$ cat config.mk
export PLATFORM = sky130hd
export DESIGN_NAME = masked_byte_pattern_scanner
export DESIGN_NICKNAME = d
export VERILOG_FILES = /design/src/sv/mbps_pkg.sv /design/src/sv/masked_byte_pattern_scanner.sv /design/src/sv/mbps_align.sv /design/src/sv/mbps_match.sv
export SDC_FILE = /design/constraint.sdc
export NUM_CORES = 2
export LEC_CHECK = 0
export ABC_CLOCK_PERIOD_IN_PS = 13100
export BUFFER_PORTS_ARGS = -buffer_cell sky130_fd_sc_hd__buf_4
export CAP_MARGIN = 20
export CORE_ASPECT_RATIO = 0.75
export CORE_UTILIZATION = 43
export DETAILED_ROUTE_END_ITERATION = 8
export PLACE_DENSITY_LB_ADDON = 0.15
export SLEW_MARGIN = 20
export SYNTH_ARGS = -nofsm -noshare
export SYNTH_HDL_FRONTEND = slang
export SYNTH_SLANG_ARGS = --single-unit
$ cat constraint.sdc
create_clock -name clk -period 13.1 [get_ports clk]
set_input_delay 2.62 -clock clk [delete_from_list [all_inputs] [get_ports clk]]
set_output_delay 2.62 -clock clk [all_outputs]
set_load 0.01 [all_outputs]
$ cat src/sv/mbps_pkg.sv
// Shared types and constants for the masked byte pattern scanner.
package mbps_pkg;

  localparam int MAX_PATTERN_BYTES = 40;
  localparam int PAT_REG_COUNT     = 5;
  localparam int LEN_W             = 6;
  localparam int COUNT_W           = 32;
  localparam int CFG_IDX_W         = 3;
  localparam int CFG_DATA_W        = 64;

  // Configuration register indexes.
  localparam logic [CFG_IDX_W-1:0] CFG_PATTERN_LO     = 3'd0;
  localparam logic [CFG_IDX_W-1:0] CFG_PATTERN_SECOND = 3'd1;
  localparam logic [CFG_IDX_W-1:0] CFG_PATTERN_THIRD  = 3'd2;
  localparam logic [CFG_IDX_W-1:0] CFG_PATTERN_FOURTH = 3'd3;
  localparam logic [CFG_IDX_W-1:0] CFG_PATTERN_HI     = 3'd4;
  localparam logic [CFG_IDX_W-1:0] CFG_CARE_MASK      = 3'd5;
  localparam logic [CFG_IDX_W-1:0] CFG_PATTERN_LENGTH = 3'd6;

  localparam logic [COUNT_W-1:0] COUNT_MAX = '1;

  typedef logic [MAX_PATTERN_BYTES-1:0][7:0] pat_bytes_t;
  typedef logic [MAX_PATTERN_BYTES-1:0]      care_t;

  typedef struct packed {
    logic [7:0] data_byte;
    logic       end_of_image;
  } in_t;

  typedef struct packed {
    logic               found;
    logic [COUNT_W-1:0] match_offset;
  } out_t;

  // Pattern laid out against the window: entry j lines up with window entry j
  // (entry 0 is the newest byte). Entries beyond the pattern length never care.
  typedef struct packed {
    pat_bytes_t         pat;
    care_t              care;
    logic [LEN_W-1:0]   len_m1;
  } align_t;

endpackage

$ cat src/sv/masked_byte_pattern_scanner.sv
// Top level of the masked byte pattern scanner.
//
// Bytes of an image arrive on the in_ channel, one per transaction, with
// end_of_image set on the final byte. The pattern, care mask and length are
// written through the cfg_ channel while no image is in flight; cfg_ready is
// always high. For each image exactly one transaction leaves on the out_
// channel: found = 1 with the start offset of the first match, or found = 0
// when the image ends without one.
// The byte is first held in the input register, and the window compare loads
// the result register from it once the result register can take a value.
// One byte is taken every cycle while the receiver does not stall; the rate is
// set by the combinational compare of all 40 window entries against the aligned
// pattern. Configuration takes effect once the written register and then the
// aligned pattern register have reloaded.
// Reset clears the byte count, the match-reported flag and both valid flags; the
// configuration returns to an all-wildcard pattern of length one. When the
// receiver stalls, the result register holds and the input register fills;
// in_ready then falls until the result is taken.
module masked_byte_pattern_scanner (
  input  logic                            clk,
  input  logic                            rst_n,
  input  logic                            in_valid,
  output logic                            in_ready,
  input  mbps_pkg::in_t                   in_data,
  output logic                            out_valid,
  input  logic                            out_ready,
  output mbps_pkg::out_t                  out_data,
  input  logic                            cfg_valid,
  output logic                            cfg_ready,
  input  logic [mbps_pkg::CFG_IDX_W-1:0]  cfg_index,
  input  logic [mbps_pkg::CFG_DATA_W-1:0] cfg_data
);

  logic [mbps_pkg::PAT_REG_COUNT-1:0][mbps_pkg::CFG_DATA_W-1:0] pat_regs_r;
  mbps_pkg::care_t                    care_r;
  logic [mbps_pkg::LEN_W-1:0]         len_r;
  mbps_pkg::pat_bytes_t               pattern;
  mbps_pkg::align_t                   align_r;

  logic                               in_v_r;
  mbps_pkg::in_t                      in_r;
  mbps_pkg::pat_bytes_t               window_r;
  mbps_pkg::pat_bytes_t               window_nxt;
  logic [mbps_pkg::COUNT_W-1:0]       seen_r;
  logic [mbps_pkg::COUNT_W-1:0]       seen_nxt;
  logic                               reported_r;
  logic                               out_v_r;
  logic                               out_v_nxt;
  mbps_pkg::out_t                     out_r;

  logic                               advance;
  logic                               all_match;
  logic                               hit;
  logic                               emit;

  assign cfg_ready = 1'b1;

  always_ff @(posedge clk) begin
    if (!rst_n) begin
      pat_regs_r <= '0;
      care_r     <= '0;
      len_r      <= mbps_pkg::LEN_W'(1);
    end else if (cfg_valid) begin
      unique case (cfg_index)
        mbps_pkg::CFG_PATTERN_LO:     pat_regs_r[0] <= cfg_data;
        mbps_pkg::CFG_PATTERN_SECOND: pat_regs_r[1] <= cfg_data;
        mbps_pkg::CFG_PATTERN_THIRD:  pat_regs_r[2] <= cfg_data;
        mbps_pkg::CFG_PATTERN_FOURTH: pat_regs_r[3] <= cfg_data;
        mbps_pkg::CFG_PATTERN_HI:     pat_regs_r[4] <= cfg_data;
        mbps_pkg::CFG_CARE_MASK:
          care_r <= cfg_data[mbps_pkg::MAX_PATTERN_BYTES-1:0];
        mbps_pkg::CFG_PATTERN_LENGTH: len_r <= cfg_data[mbps_pkg::LEN_W-1:0];
        default: ;
      endcase
    end
  end

  // Byte k of the pattern sits at bits 8k+7..8k of the concatenated registers.
  assign pattern = mbps_pkg::pat_bytes_t'(pat_regs_r);

  mbps_align u_align (
    .clk            (clk),
    .pattern        (pattern),
    .care_mask      (care_r),
    .pattern_length (len_r),
    .align_r        (align_r)
  );

  // The input register moves on whenever the result register can take a value.
  assign advance  = in_v_r && (!out_v_r || out_ready);
  assign in_ready = !in_v_r || advance;

  always_ff @(posedge clk) begin
    if (!rst_n) begin
      in_v_r <= 1'b0;
    end else if (in_ready) begin
      in_v_r <= in_valid;
    end
  end

  always_ff @(posedge clk) begin
    if (in_ready && in_valid) begin
      in_r <= in_data;
    end
  end

  assign window_nxt = {window_r[mbps_pkg::MAX_PATTERN_BYTES-2:0], in_r.data_byte};

  mbps_match u_match (
    .window    (window_nxt),
    .align     (align_r),
    .all_match (all_match)
  );

  // A match needs the whole pattern to lie inside the image seen so far.
  assign hit  = !reported_r && all_match &&
                (seen_r >= mbps_pkg::COUNT_W'(align_r.len_m1));
  assign emit = hit || (in_r.end_of_image && !reported_r);

  assign seen_nxt = (seen_r == mbps_pkg::COUNT_MAX) ? seen_r
                                                    : seen_r + mbps_pkg::COUNT_W'(1);

  always_ff @(posedge clk) begin
    if (advance) begin
      window_r <= window_nxt;
    end
  end

  always_ff @(posedge clk) begin
    if (!rst_n) begin
      seen_r     <= '0;
      reported_r <= 1'b0;
    end else if (advance) begin
      if (in_r.end_of_image) begin
        seen_r     <= '0;
        reported_r <= 1'b0;
      end else begin
        seen_r     <= seen_nxt;
        reported_r <= reported_r || hit;
      end
    end
  end

  always_comb begin
    if (advance && emit) begin
      out_v_nxt = 1'b1;
    end else if (out_ready) begin
      out_v_nxt = 1'b0;
    end else begin
      out_v_nxt = out_v_r;
    end
  end

  always_ff @(posedge clk) begin
    if (!rst_n) begin
      out_v_r <= 1'b0;
    end else begin
      out_v_r <= out_v_nxt;
    end
  end

  always_ff @(posedge clk) begin
    if (advance && emit) begin
      out_r.found        <= hit;
      out_r.match_offset <= hit ? (seen_r - mbps_pkg::COUNT_W'(align_r.len_m1)) : '0;
    end
  end

  assign out_valid = out_v_r;
  assign out_data  = out_r;

endmodule

$ cat src/sv/mbps_align.sv
// Reorders the configured pattern so it lines up with the byte window.
module mbps_align (
  input  logic                       clk,
  input  mbps_pkg::pat_bytes_t       pattern,
  input  mbps_pkg::care_t            care_mask,
  input  logic [mbps_pkg::LEN_W-1:0] pattern_length,
  output mbps_pkg::align_t           align_r
);

  mbps_pkg::align_t          align_nxt;
  logic [mbps_pkg::LEN_W-1:0] len_m1;

  // Length zero acts as one, lengths past the window act as the full window.
  always_comb begin
    if (pattern_length == '0) begin
      len_m1 = '0;
    end else if (pattern_length > mbps_pkg::LEN_W'(mbps_pkg::MAX_PATTERN_BYTES)) begin
      len_m1 = mbps_pkg::LEN_W'(mbps_pkg::MAX_PATTERN_BYTES - 1);
    end else begin
      len_m1 = pattern_length - mbps_pkg::LEN_W'(1);
    end
  end

  always_comb begin
    logic [mbps_pkg::LEN_W-1:0] k;
    align_nxt.len_m1 = len_m1;
    for (int j = 0; j < mbps_pkg::MAX_PATTERN_BYTES; j++) begin
      k = len_m1 - mbps_pkg::LEN_W'(j);
      if (mbps_pkg::LEN_W'(j) <= len_m1) begin
        align_nxt.pat[j]  = pattern[k];
        align_nxt.care[j] = care_mask[k];
      end else begin
        align_nxt.pat[j]  = '0;
        align_nxt.care[j] = 1'b0;
      end
    end
  end

  always_ff @(posedge clk) begin
    align_r <= align_nxt;
  end

endmodule

$ cat src/sv/mbps_match.sv
// Compares the shifted byte window against the aligned pattern in one pass.
module mbps_match (
  input  mbps_pkg::pat_bytes_t window,
  input  mbps_pkg::align_t     align,
  output logic                 all_match
);

  mbps_pkg::care_t byte_ok;

  always_comb begin
    for (int j = 0; j < mbps_pkg::MAX_PATTERN_BYTES; j++) begin
      byte_ok[j] = !align.care[j] || (window[j] == align.pat[j]);
    end
  end

  assign all_match = &byte_ok;

endmodule

== Word level (Yosys, flattened, before mapping) ==
Index checks and enable logic that the tools add are counted.

* Bits of input ports: 81
* Register bits after elaboration: 1121
* Output and inout port bits: 36
* Logic and storage cells: 579

* Reductions and logical operators: 105
* Eq/ne operators: 48
* $add $sub $neg: 42
* Order comparisons: 82
* Mux-type cells: 167

{| class="wikitable"
|+ Operator list
! operator !! count
|-
| 8-bit binary-select mux with 6-bit select || 40
|-
| 8-bit == test || 40
|-
| 8-bit two-way mux || 40
|-
| 6-bit by 7-bit < comparator with 1-bit output, second input constant || 40
|-
| 1-bit binary-select mux with 6-bit select || 40
|-
| 5-bit by 6-bit <= comparator with 1-bit output, first input constant || 16
|-
| 6-bit by 5-bit subtractor with 6-bit output, second input constant || 16
|-
| 32-bit two-way mux || 2
|-
| 4-bit by 6-bit <= comparator with 1-bit output, first input constant || 8
|-
| 6-bit <= comparator, first input constant || 8
|-
| 6-bit by 4-bit subtractor with 6-bit output, second input constant || 8
|-
| 6-bit subtractor, second input constant || 8
|-
| 1-bit logical OR || 44
|-
| 1-bit logical NOT || 43
|-
| 1-bit two-way mux || 43
|-
| 40-bit AND reduction || 1
|-
| 32-bit by 1-bit adder with 32-bit output, second input constant || 1
|-
| 32-bit == test, second input constant || 1
|-
| 32-bit by 6-bit greater-or-equal comparator with 1-bit output || 1
|-
| 32-bit by 6-bit subtractor with 32-bit output || 1
|-
| 3-bit by 6-bit <= comparator with 1-bit output, first input constant || 4
|-
| 6-bit by 3-bit subtractor with 6-bit output, second input constant || 4
|-
| 2-bit AND reduction || 8
|-
| 1-bit by 6-bit <= comparator with 1-bit output, first input constant || 2
|-
| other kinds (13) || 25
|}

== Longest topological paths before layout ==
* Depth after elaboration: 8
* Mapped depth: 22
* Depth with buffers taken out: 15

== By module ==
From an unflattened synthesis, not the netlist that was laid out.

* Cell total of the unflattened synthesis: 6778
* Area total of the unflattened synthesis: 66381.2 µm²

{| class="wikitable"
|+ By module, submodules not included
! module !! cells an instance !! instances !! area an instance (µm²)
|-
| mbps_align || 4000 || 1 || 36090.9
|-
| masked_byte_pattern_scanner || 2325 || 1 || 26696.9
|-
| mbps_match || 453 || 1 || 3593.4
|}

== Worst setup path after synthesis ==
OpenSTA, ideal clock, no wires.

* Kind: input to register
* Start point: input port out_ready
* End point: register seen_r[26] (netlist bit)
* Arrival: 10.935 ns
* Stages: 7
* Required time: 13.029 ns
* Setup slack: 2.095 ns
* Cell sequence: nand2b_1 > nand2_1 > inv_1 > nand4b_1 > or2_2 > or3_1 > a21oi_1

* Cells in the longest elaborated chain, start to end: 3

{| class="wikitable"
|+ RTL lines
! item !! line !! text
|-
| start, declared || masked_byte_pattern_scanner.sv:26 || <nowiki>input logic out_ready,</nowiki>
|-
| 1-bit logical OR || masked_byte_pattern_scanner.sv:90 || <nowiki>assign advance = in_v_r && (!out_v_r || out_ready);</nowiki>
|-
| 1-bit logical AND || masked_byte_pattern_scanner.sv:90 ||
|-
| via advance || masked_byte_pattern_scanner.sv:51 || <nowiki>logic advance;</nowiki>
|-
| 2-bit AND reduction (no line) || - ||
|-
| end signal, assigned || masked_byte_pattern_scanner.sv:138 || <nowiki>seen_r <= seen_nxt;</nowiki>
|-
| end, declared || masked_byte_pattern_scanner.sv:44 || <nowiki>logic [mbps_pkg::COUNT_W-1:0] seen_r;</nowiki>
|}

The timed path passes the listed nets, and every way through them passes these cells.
A chain may end at the register's enable or synchronous reset.

== Worst setup path after layout ==
* Start point: register len_r[0] (netlist bit)
* End point: register u_align.align_r[253] (netlist name)

* Cells in the longest elaborated chain, start to end: 6
* Elaborated cells between the ends (all ways): 9

{| class="wikitable"
|+ RTL lines
! item !! line !! text
|-
| start, declared || masked_byte_pattern_scanner.sv:36 || <nowiki>logic [mbps_pkg::LEN_W-1:0] len_r;</nowiki>
|-
| start signal, assigned || masked_byte_pattern_scanner.sv:62 || <nowiki>len_r <= mbps_pkg::LEN_W'(1);</nowiki>
|-
| start signal, assigned || masked_byte_pattern_scanner.sv:72 || <nowiki>mbps_pkg::CFG_PATTERN_LENGTH: len_r <= cfg_data[mbps_pkg::LEN_W-1:0];</nowiki>
|-
| 6-bit by 1-bit subtractor with 6-bit output / 6-bit greater-than comparator (equally long branches) || mbps_align.sv:20, mbps_align.sv:17 ||
|-
| 6-bit two-way mux || mbps_align.sv:17 || <nowiki>end else if (pattern_length > mbps_pkg::LEN_W'(mbps_pkg::MAX_PATTERN_BYTES)) begin</nowiki>
|-
| 6-bit two-way mux (*) || mbps_align.sv:15 || <nowiki>if (pattern_length == '0) begin</nowiki>
|-
| 6-bit by 5-bit subtractor with 6-bit output || mbps_align.sv:28 || <nowiki>k = len_m1 - mbps_pkg::LEN_W'(j);</nowiki>
|-
| 8-bit binary-select mux with 6-bit select || mbps_align.sv:30 || <nowiki>align_nxt.pat[j] = pattern[k];</nowiki>
|-
| 8-bit two-way mux (not written as such) || mbps_align.sv:30 ||
|}

Mark *: on every way between the ends. The rest lies on a longest branch, timed or not. The select of a mux whose other input is x is not followed.

==> out/results.tsv <==
stage	metric	value	unit
pwr	switching share of power	28.9	%
yosys	prevailing post-synth register cell	sky130_fd_sc_hd__dfxtp_1	
floorplanning	die area	155000	sq um
sta	worst-case setup margin in the final layout	6.22	ns
pwr	power share of the clock group	42.7	%
yosys	Syn Area/Cell	10.2	sq um
yosys	largest family of logic cells by synthesized area	multiplexers	
sta	headroom to the max-slew limit	10.1	%
cts	root buffer cell	sky130_fd_sc_hd__clkbuf_16	
place	number of buffer cells added on primary ports	115	
setup_path	startpoint of the worst-slack reg-to-reg timing path	len_r[0]	
place	dpl hpwl	287	mm
sta	number of endpoints with negative hold slack in the final report	0	
floorplanning	die width	455	microns
finish	utilization after layout	48.1	%
sta	worst hold margin	0.413	ns
floorplanning	core area	153000	sq um
routing	total length of routed met3 wires	52.9	mm
yosys	portion of synthesized cell area occupied by the leading cell type	23.2	%
routing	drt total wl	365	mm
cts	depth of the CTS H-tree	3	
place	placed cell count	8265	
pwr	relative contribution of combinational cells to total power	13.1	%
yosys	distinct cell type count of the synthesized netlist	94	
global_route	total track usage	46.1	%
pwr	sequential share of power	44.2	%
pwr	Pwr Density	117	nW/um^2
cts	Post-CTS Resized	0	
cts	number of hold buffers added after cts	0	
setup_path	CP startpoint kind	flop	
place	gp weighted congestion	1.10	
cts	number of buffers inserted during clock tree synthesis	117	
yosys	count of state elements after synthesis	1121	
floorplanning	IO Count	117	
pwr	net switching power	2.49	mW
routing	number of vias per cell	6.98	
sta	part of the cycle the worst path needs	52.6	%
pwr	Leak	23.8	nW
yosys	Syn Inst Count	6460	
yosys	synthesis warning total	0	
run	count of max-cap constraint violations	0	
sta	final critical-path required period	6.88	ns
yosys	multiplexer fraction of the synthesized cell area	21.5	%
pwr	IR Drop Worst-Case VDD	0.104	mV
setup_path	Req. time, crit path	13.72	ns
global_route	antenna violations before repair	32	
routing	DRC	0	
setup_path	R2R depth	13	
setup_path	register-to-register setup slack	6.22	ns
cts	Worst-path clk slew	0.07	ns
min_path	Worst Hold Class	flop to flop	
finish	area occupied by multi-input gates	38300	sq um
yosys	Synth Cell Area	66100	sq um
yosys	synthesized net count	6572	
yosys	sequential element share of the synthesized area	39.3	%
routing	vias after detailed routing	59300	
setup_path	critical path capture point type	flop	
pwr	Total Power Consumption	8.60	mW
routing	highest metal layer with signal wires	met5	
routing	antenna-violating nets left	0	
routing	initial DRC count	10400	
cts	clock tree from TritonCTS	built	
finish	post-route cell area	73400	sq um
global_route	first-pass GRT wire length	482	mm
setup_path	Crit Reg-Reg Endpoint	u_align.align_r[253]	
routing	average wire per cell in the routed design	43.0	microns
setup_path	start point of the critical path	len_r[0]	
sta	final clock skew	0.0721	ns
global_route	vias in the first global route	52500	
sta	RSZ-0062 raised after global routing	no	
cts	latest clock arrival within the worst-skew pair	0.82	ns
setup_path	crit-path max FO	94	
sta	transition at the pin with the smallest max-transition slack	1.33	ns
floorplanning	number of rows in the core area	124	
setup_path	Arrival @ worst endpoint	7.50	ns
setup_path	capturing instance or port of the critical path	u_align.align_r[253]	
finish	area of all sequential standard cells	26000	sq um
yosys	number of enable-type register cells in the synthesized netlist	354	
setup_path	Crit Path Class	flop to flop	
cts	post-CTS setup buffer count	0	
routing	detailed-routing wirelength on met1	148	mm
outcome	status	finished, final reports clean	
pwr	internal power contribution	6.11	mW
routing	number of detailed-routing iterations run before antenna repair	6	
floorplanning	vertical die dimension	342	microns
sta	accumulated negative setup slack	0	ns
yosys	largest area contributor in the netlist	sky130_fd_sc_hd__dfxtp_1	
yosys	xor/xnor share of the synthesized area	5.75	%
cts	Bufs on Longest Clock Path	3	
finish	most frequent standard cell in the layout excluding fill and tap cells	sky130_fd_sc_hd__nand2_1	
sta	highest clock frequency the design can meet	145	MHz
finish	filler cell count	14000	
finish	share of layout cells above drive strength 1	17.0	%
place	area after detailed placement	69100	sq um
yosys	fraction of the mapped netlist area in compound gates	16.1	%
finish	NumNets Final	6483	
yosys	post-synthesis share of cell area spent on full adders, half adders and majority gates	0.598	%
sta	setup violation total in the final timing report	0	
finish	Cell Count, Final, Fillers Out	8496	
global_route	pin count of the biggest net entering global routing	149	
cts	number of sinks handled by clock tree synthesis	1121	
sta	Final Slew Violations	0	
routing	routed length on met2	137	mm
yosys	area share of and/or/nand/nor cells after synthesis	13.3	%
finish	commonest cells after routing, fill and taps aside	sky130_fd_sc_hd__nand2_1 (1,183), sky130_fd_sc_hd__dfxtp_1 (767), sky130_fd_sc_hd__mux2i_1 (480)	
place	worst slack after detailed placement	6.18	ns
yosys	post-synthesis async set-or-reset flop share	0	%
finish	P&R area growth vs syn	11.0	%
yosys	most area-consuming cells after synthesis	sky130_fd_sc_hd__dfxtp_1 (23%), sky130_fd_sc_hd__edfxtp_1 (16%), sky130_fd_sc_hd__mux4_2 (14%), sky130_fd_sc_hd__mux2i_1 (7.3%), sky130_fd_sc_hd__nand2_1 (6.7%)	
global_route	residual overflow from global routing	0	
floorplanning	Initial Utilization	43.3	%
==> registers in the layout, indices dropped and copies added, names as in the netlist <==
register         flops
out_valid            1
reported_r           1
out_data            33
pat_regs_r         320
seen_r              32
window_nxt         312
u_align.align_r    366
len_r                6
in_r                 9
in_v_r               1
care_r              40
==> final cells by class <==
type / instances / area share [%]
tap: 2016 / 3.44
antenna: 10 / 0.0341
multi-input combinational: 4814 / 52.2
clock inverter: 62 / 1.20
inverter: 63 / 0.377
sequential: 1121 / 35.4
clock buffer: 156 / 4.52
timing repair buffer: 254 / 2.76
==> logic make-up (layout without fill, tap and decap cells) <==
logic type | count (synthesis) | after routing
adder cells (fa/ha/maj) | 31 | 31
buffers and inverters | 525 | 535
AO/OA/AOI/OAI | 1487 | 1487
flip-flops | 1121 | 1121
XOR/XNOR | 419 | 419
other | 1 | 11
multiplexers | 914 | 914
AND/OR/NAND/NOR | 1962 | 1962
==> worst max-delay path, cell delays in order, from the launching register on <==
cell	delay, ns
sky130_fd_sc_hd__dfxtp_1	0.44
sky130_fd_sc_hd__inv_1	0.11
sky130_fd_sc_hd__ha_1	0.27
sky130_fd_sc_hd__nor4b_4	0.17
sky130_fd_sc_hd__o21ai_2	0.59
sky130_fd_sc_hd__nand2_8	0.52
sky130_fd_sc_hd__buf_12	0.43
sky130_fd_sc_hd__ha_4	1.07
sky130_fd_sc_hd__buf_4	0.71
sky130_fd_sc_hd__buf_4	0.74
sky130_fd_sc_hd__mux4_2	0.67
sky130_fd_sc_hd__mux4_2	0.51
sky130_fd_sc_hd__a22oi_1	0.20
sky130_fd_sc_hd__o21ai_0	0.13
==> cell usage after synthesis, drive strengths merged (26+ instances only) <==
library cell / n
ha: 30
nor4: 26
nand2: 1188
o22ai: 53
mux2: 30
or3: 34
a211oi: 116
xnor2: 395
a22oi: 156
mux4: 400
a31o: 94
and3: 118
o21ai: 289
mux2i: 484
dfxtp: 767
a221o: 37
nand3: 93
clkbuf: 263
nor2: 195
o22a: 53
nand4: 98
a21oi: 98
inv: 61
o211ai: 42
buf: 199
nor2b: 44
nand2b: 44
a21boi: 364
edfxtp: 354
o221ai: 49
nor3: 48
==> routing by layer <==
metal / GRT usage (%) / vias up
met1: 63.7 / 30100
li1: - / 24000
met2: 59.1 / 4465
met4: 27.8 / 16
met3: 18.8 / 696
met5: 1.10 / -
==> power by group through the flow <==
stage,clock (mW),sequential [mW],combinational [mW]
final,3.67,3.80,1.13
after global routing,3.81,3.80,1.15
after CTS,3.68,3.79,1.08
after detailed placement,0,3.87,1.08
after global placement,0,3.87,1.07
after floorplan,0,3.82,0.634
==> worst min-delay path by stage <==
stage	start	depth (start not counted)	slack, ns	end
after detailed placement	window_nxt[16]	0	0.46	window_nxt[24]
final	window_nxt[195]	0	0.41	window_nxt[203]
after global routing	window_nxt[195]	0	0.44	window_nxt[203]
after global placement	window_nxt[146]	0	0.45	window_nxt[154]
after floorplan	window_nxt[176]	0	0.45	window_nxt[184]
after CTS	window_nxt[195]	0	0.42	window_nxt[203]
No activity file was read; power rests on OpenSTA's default activity.
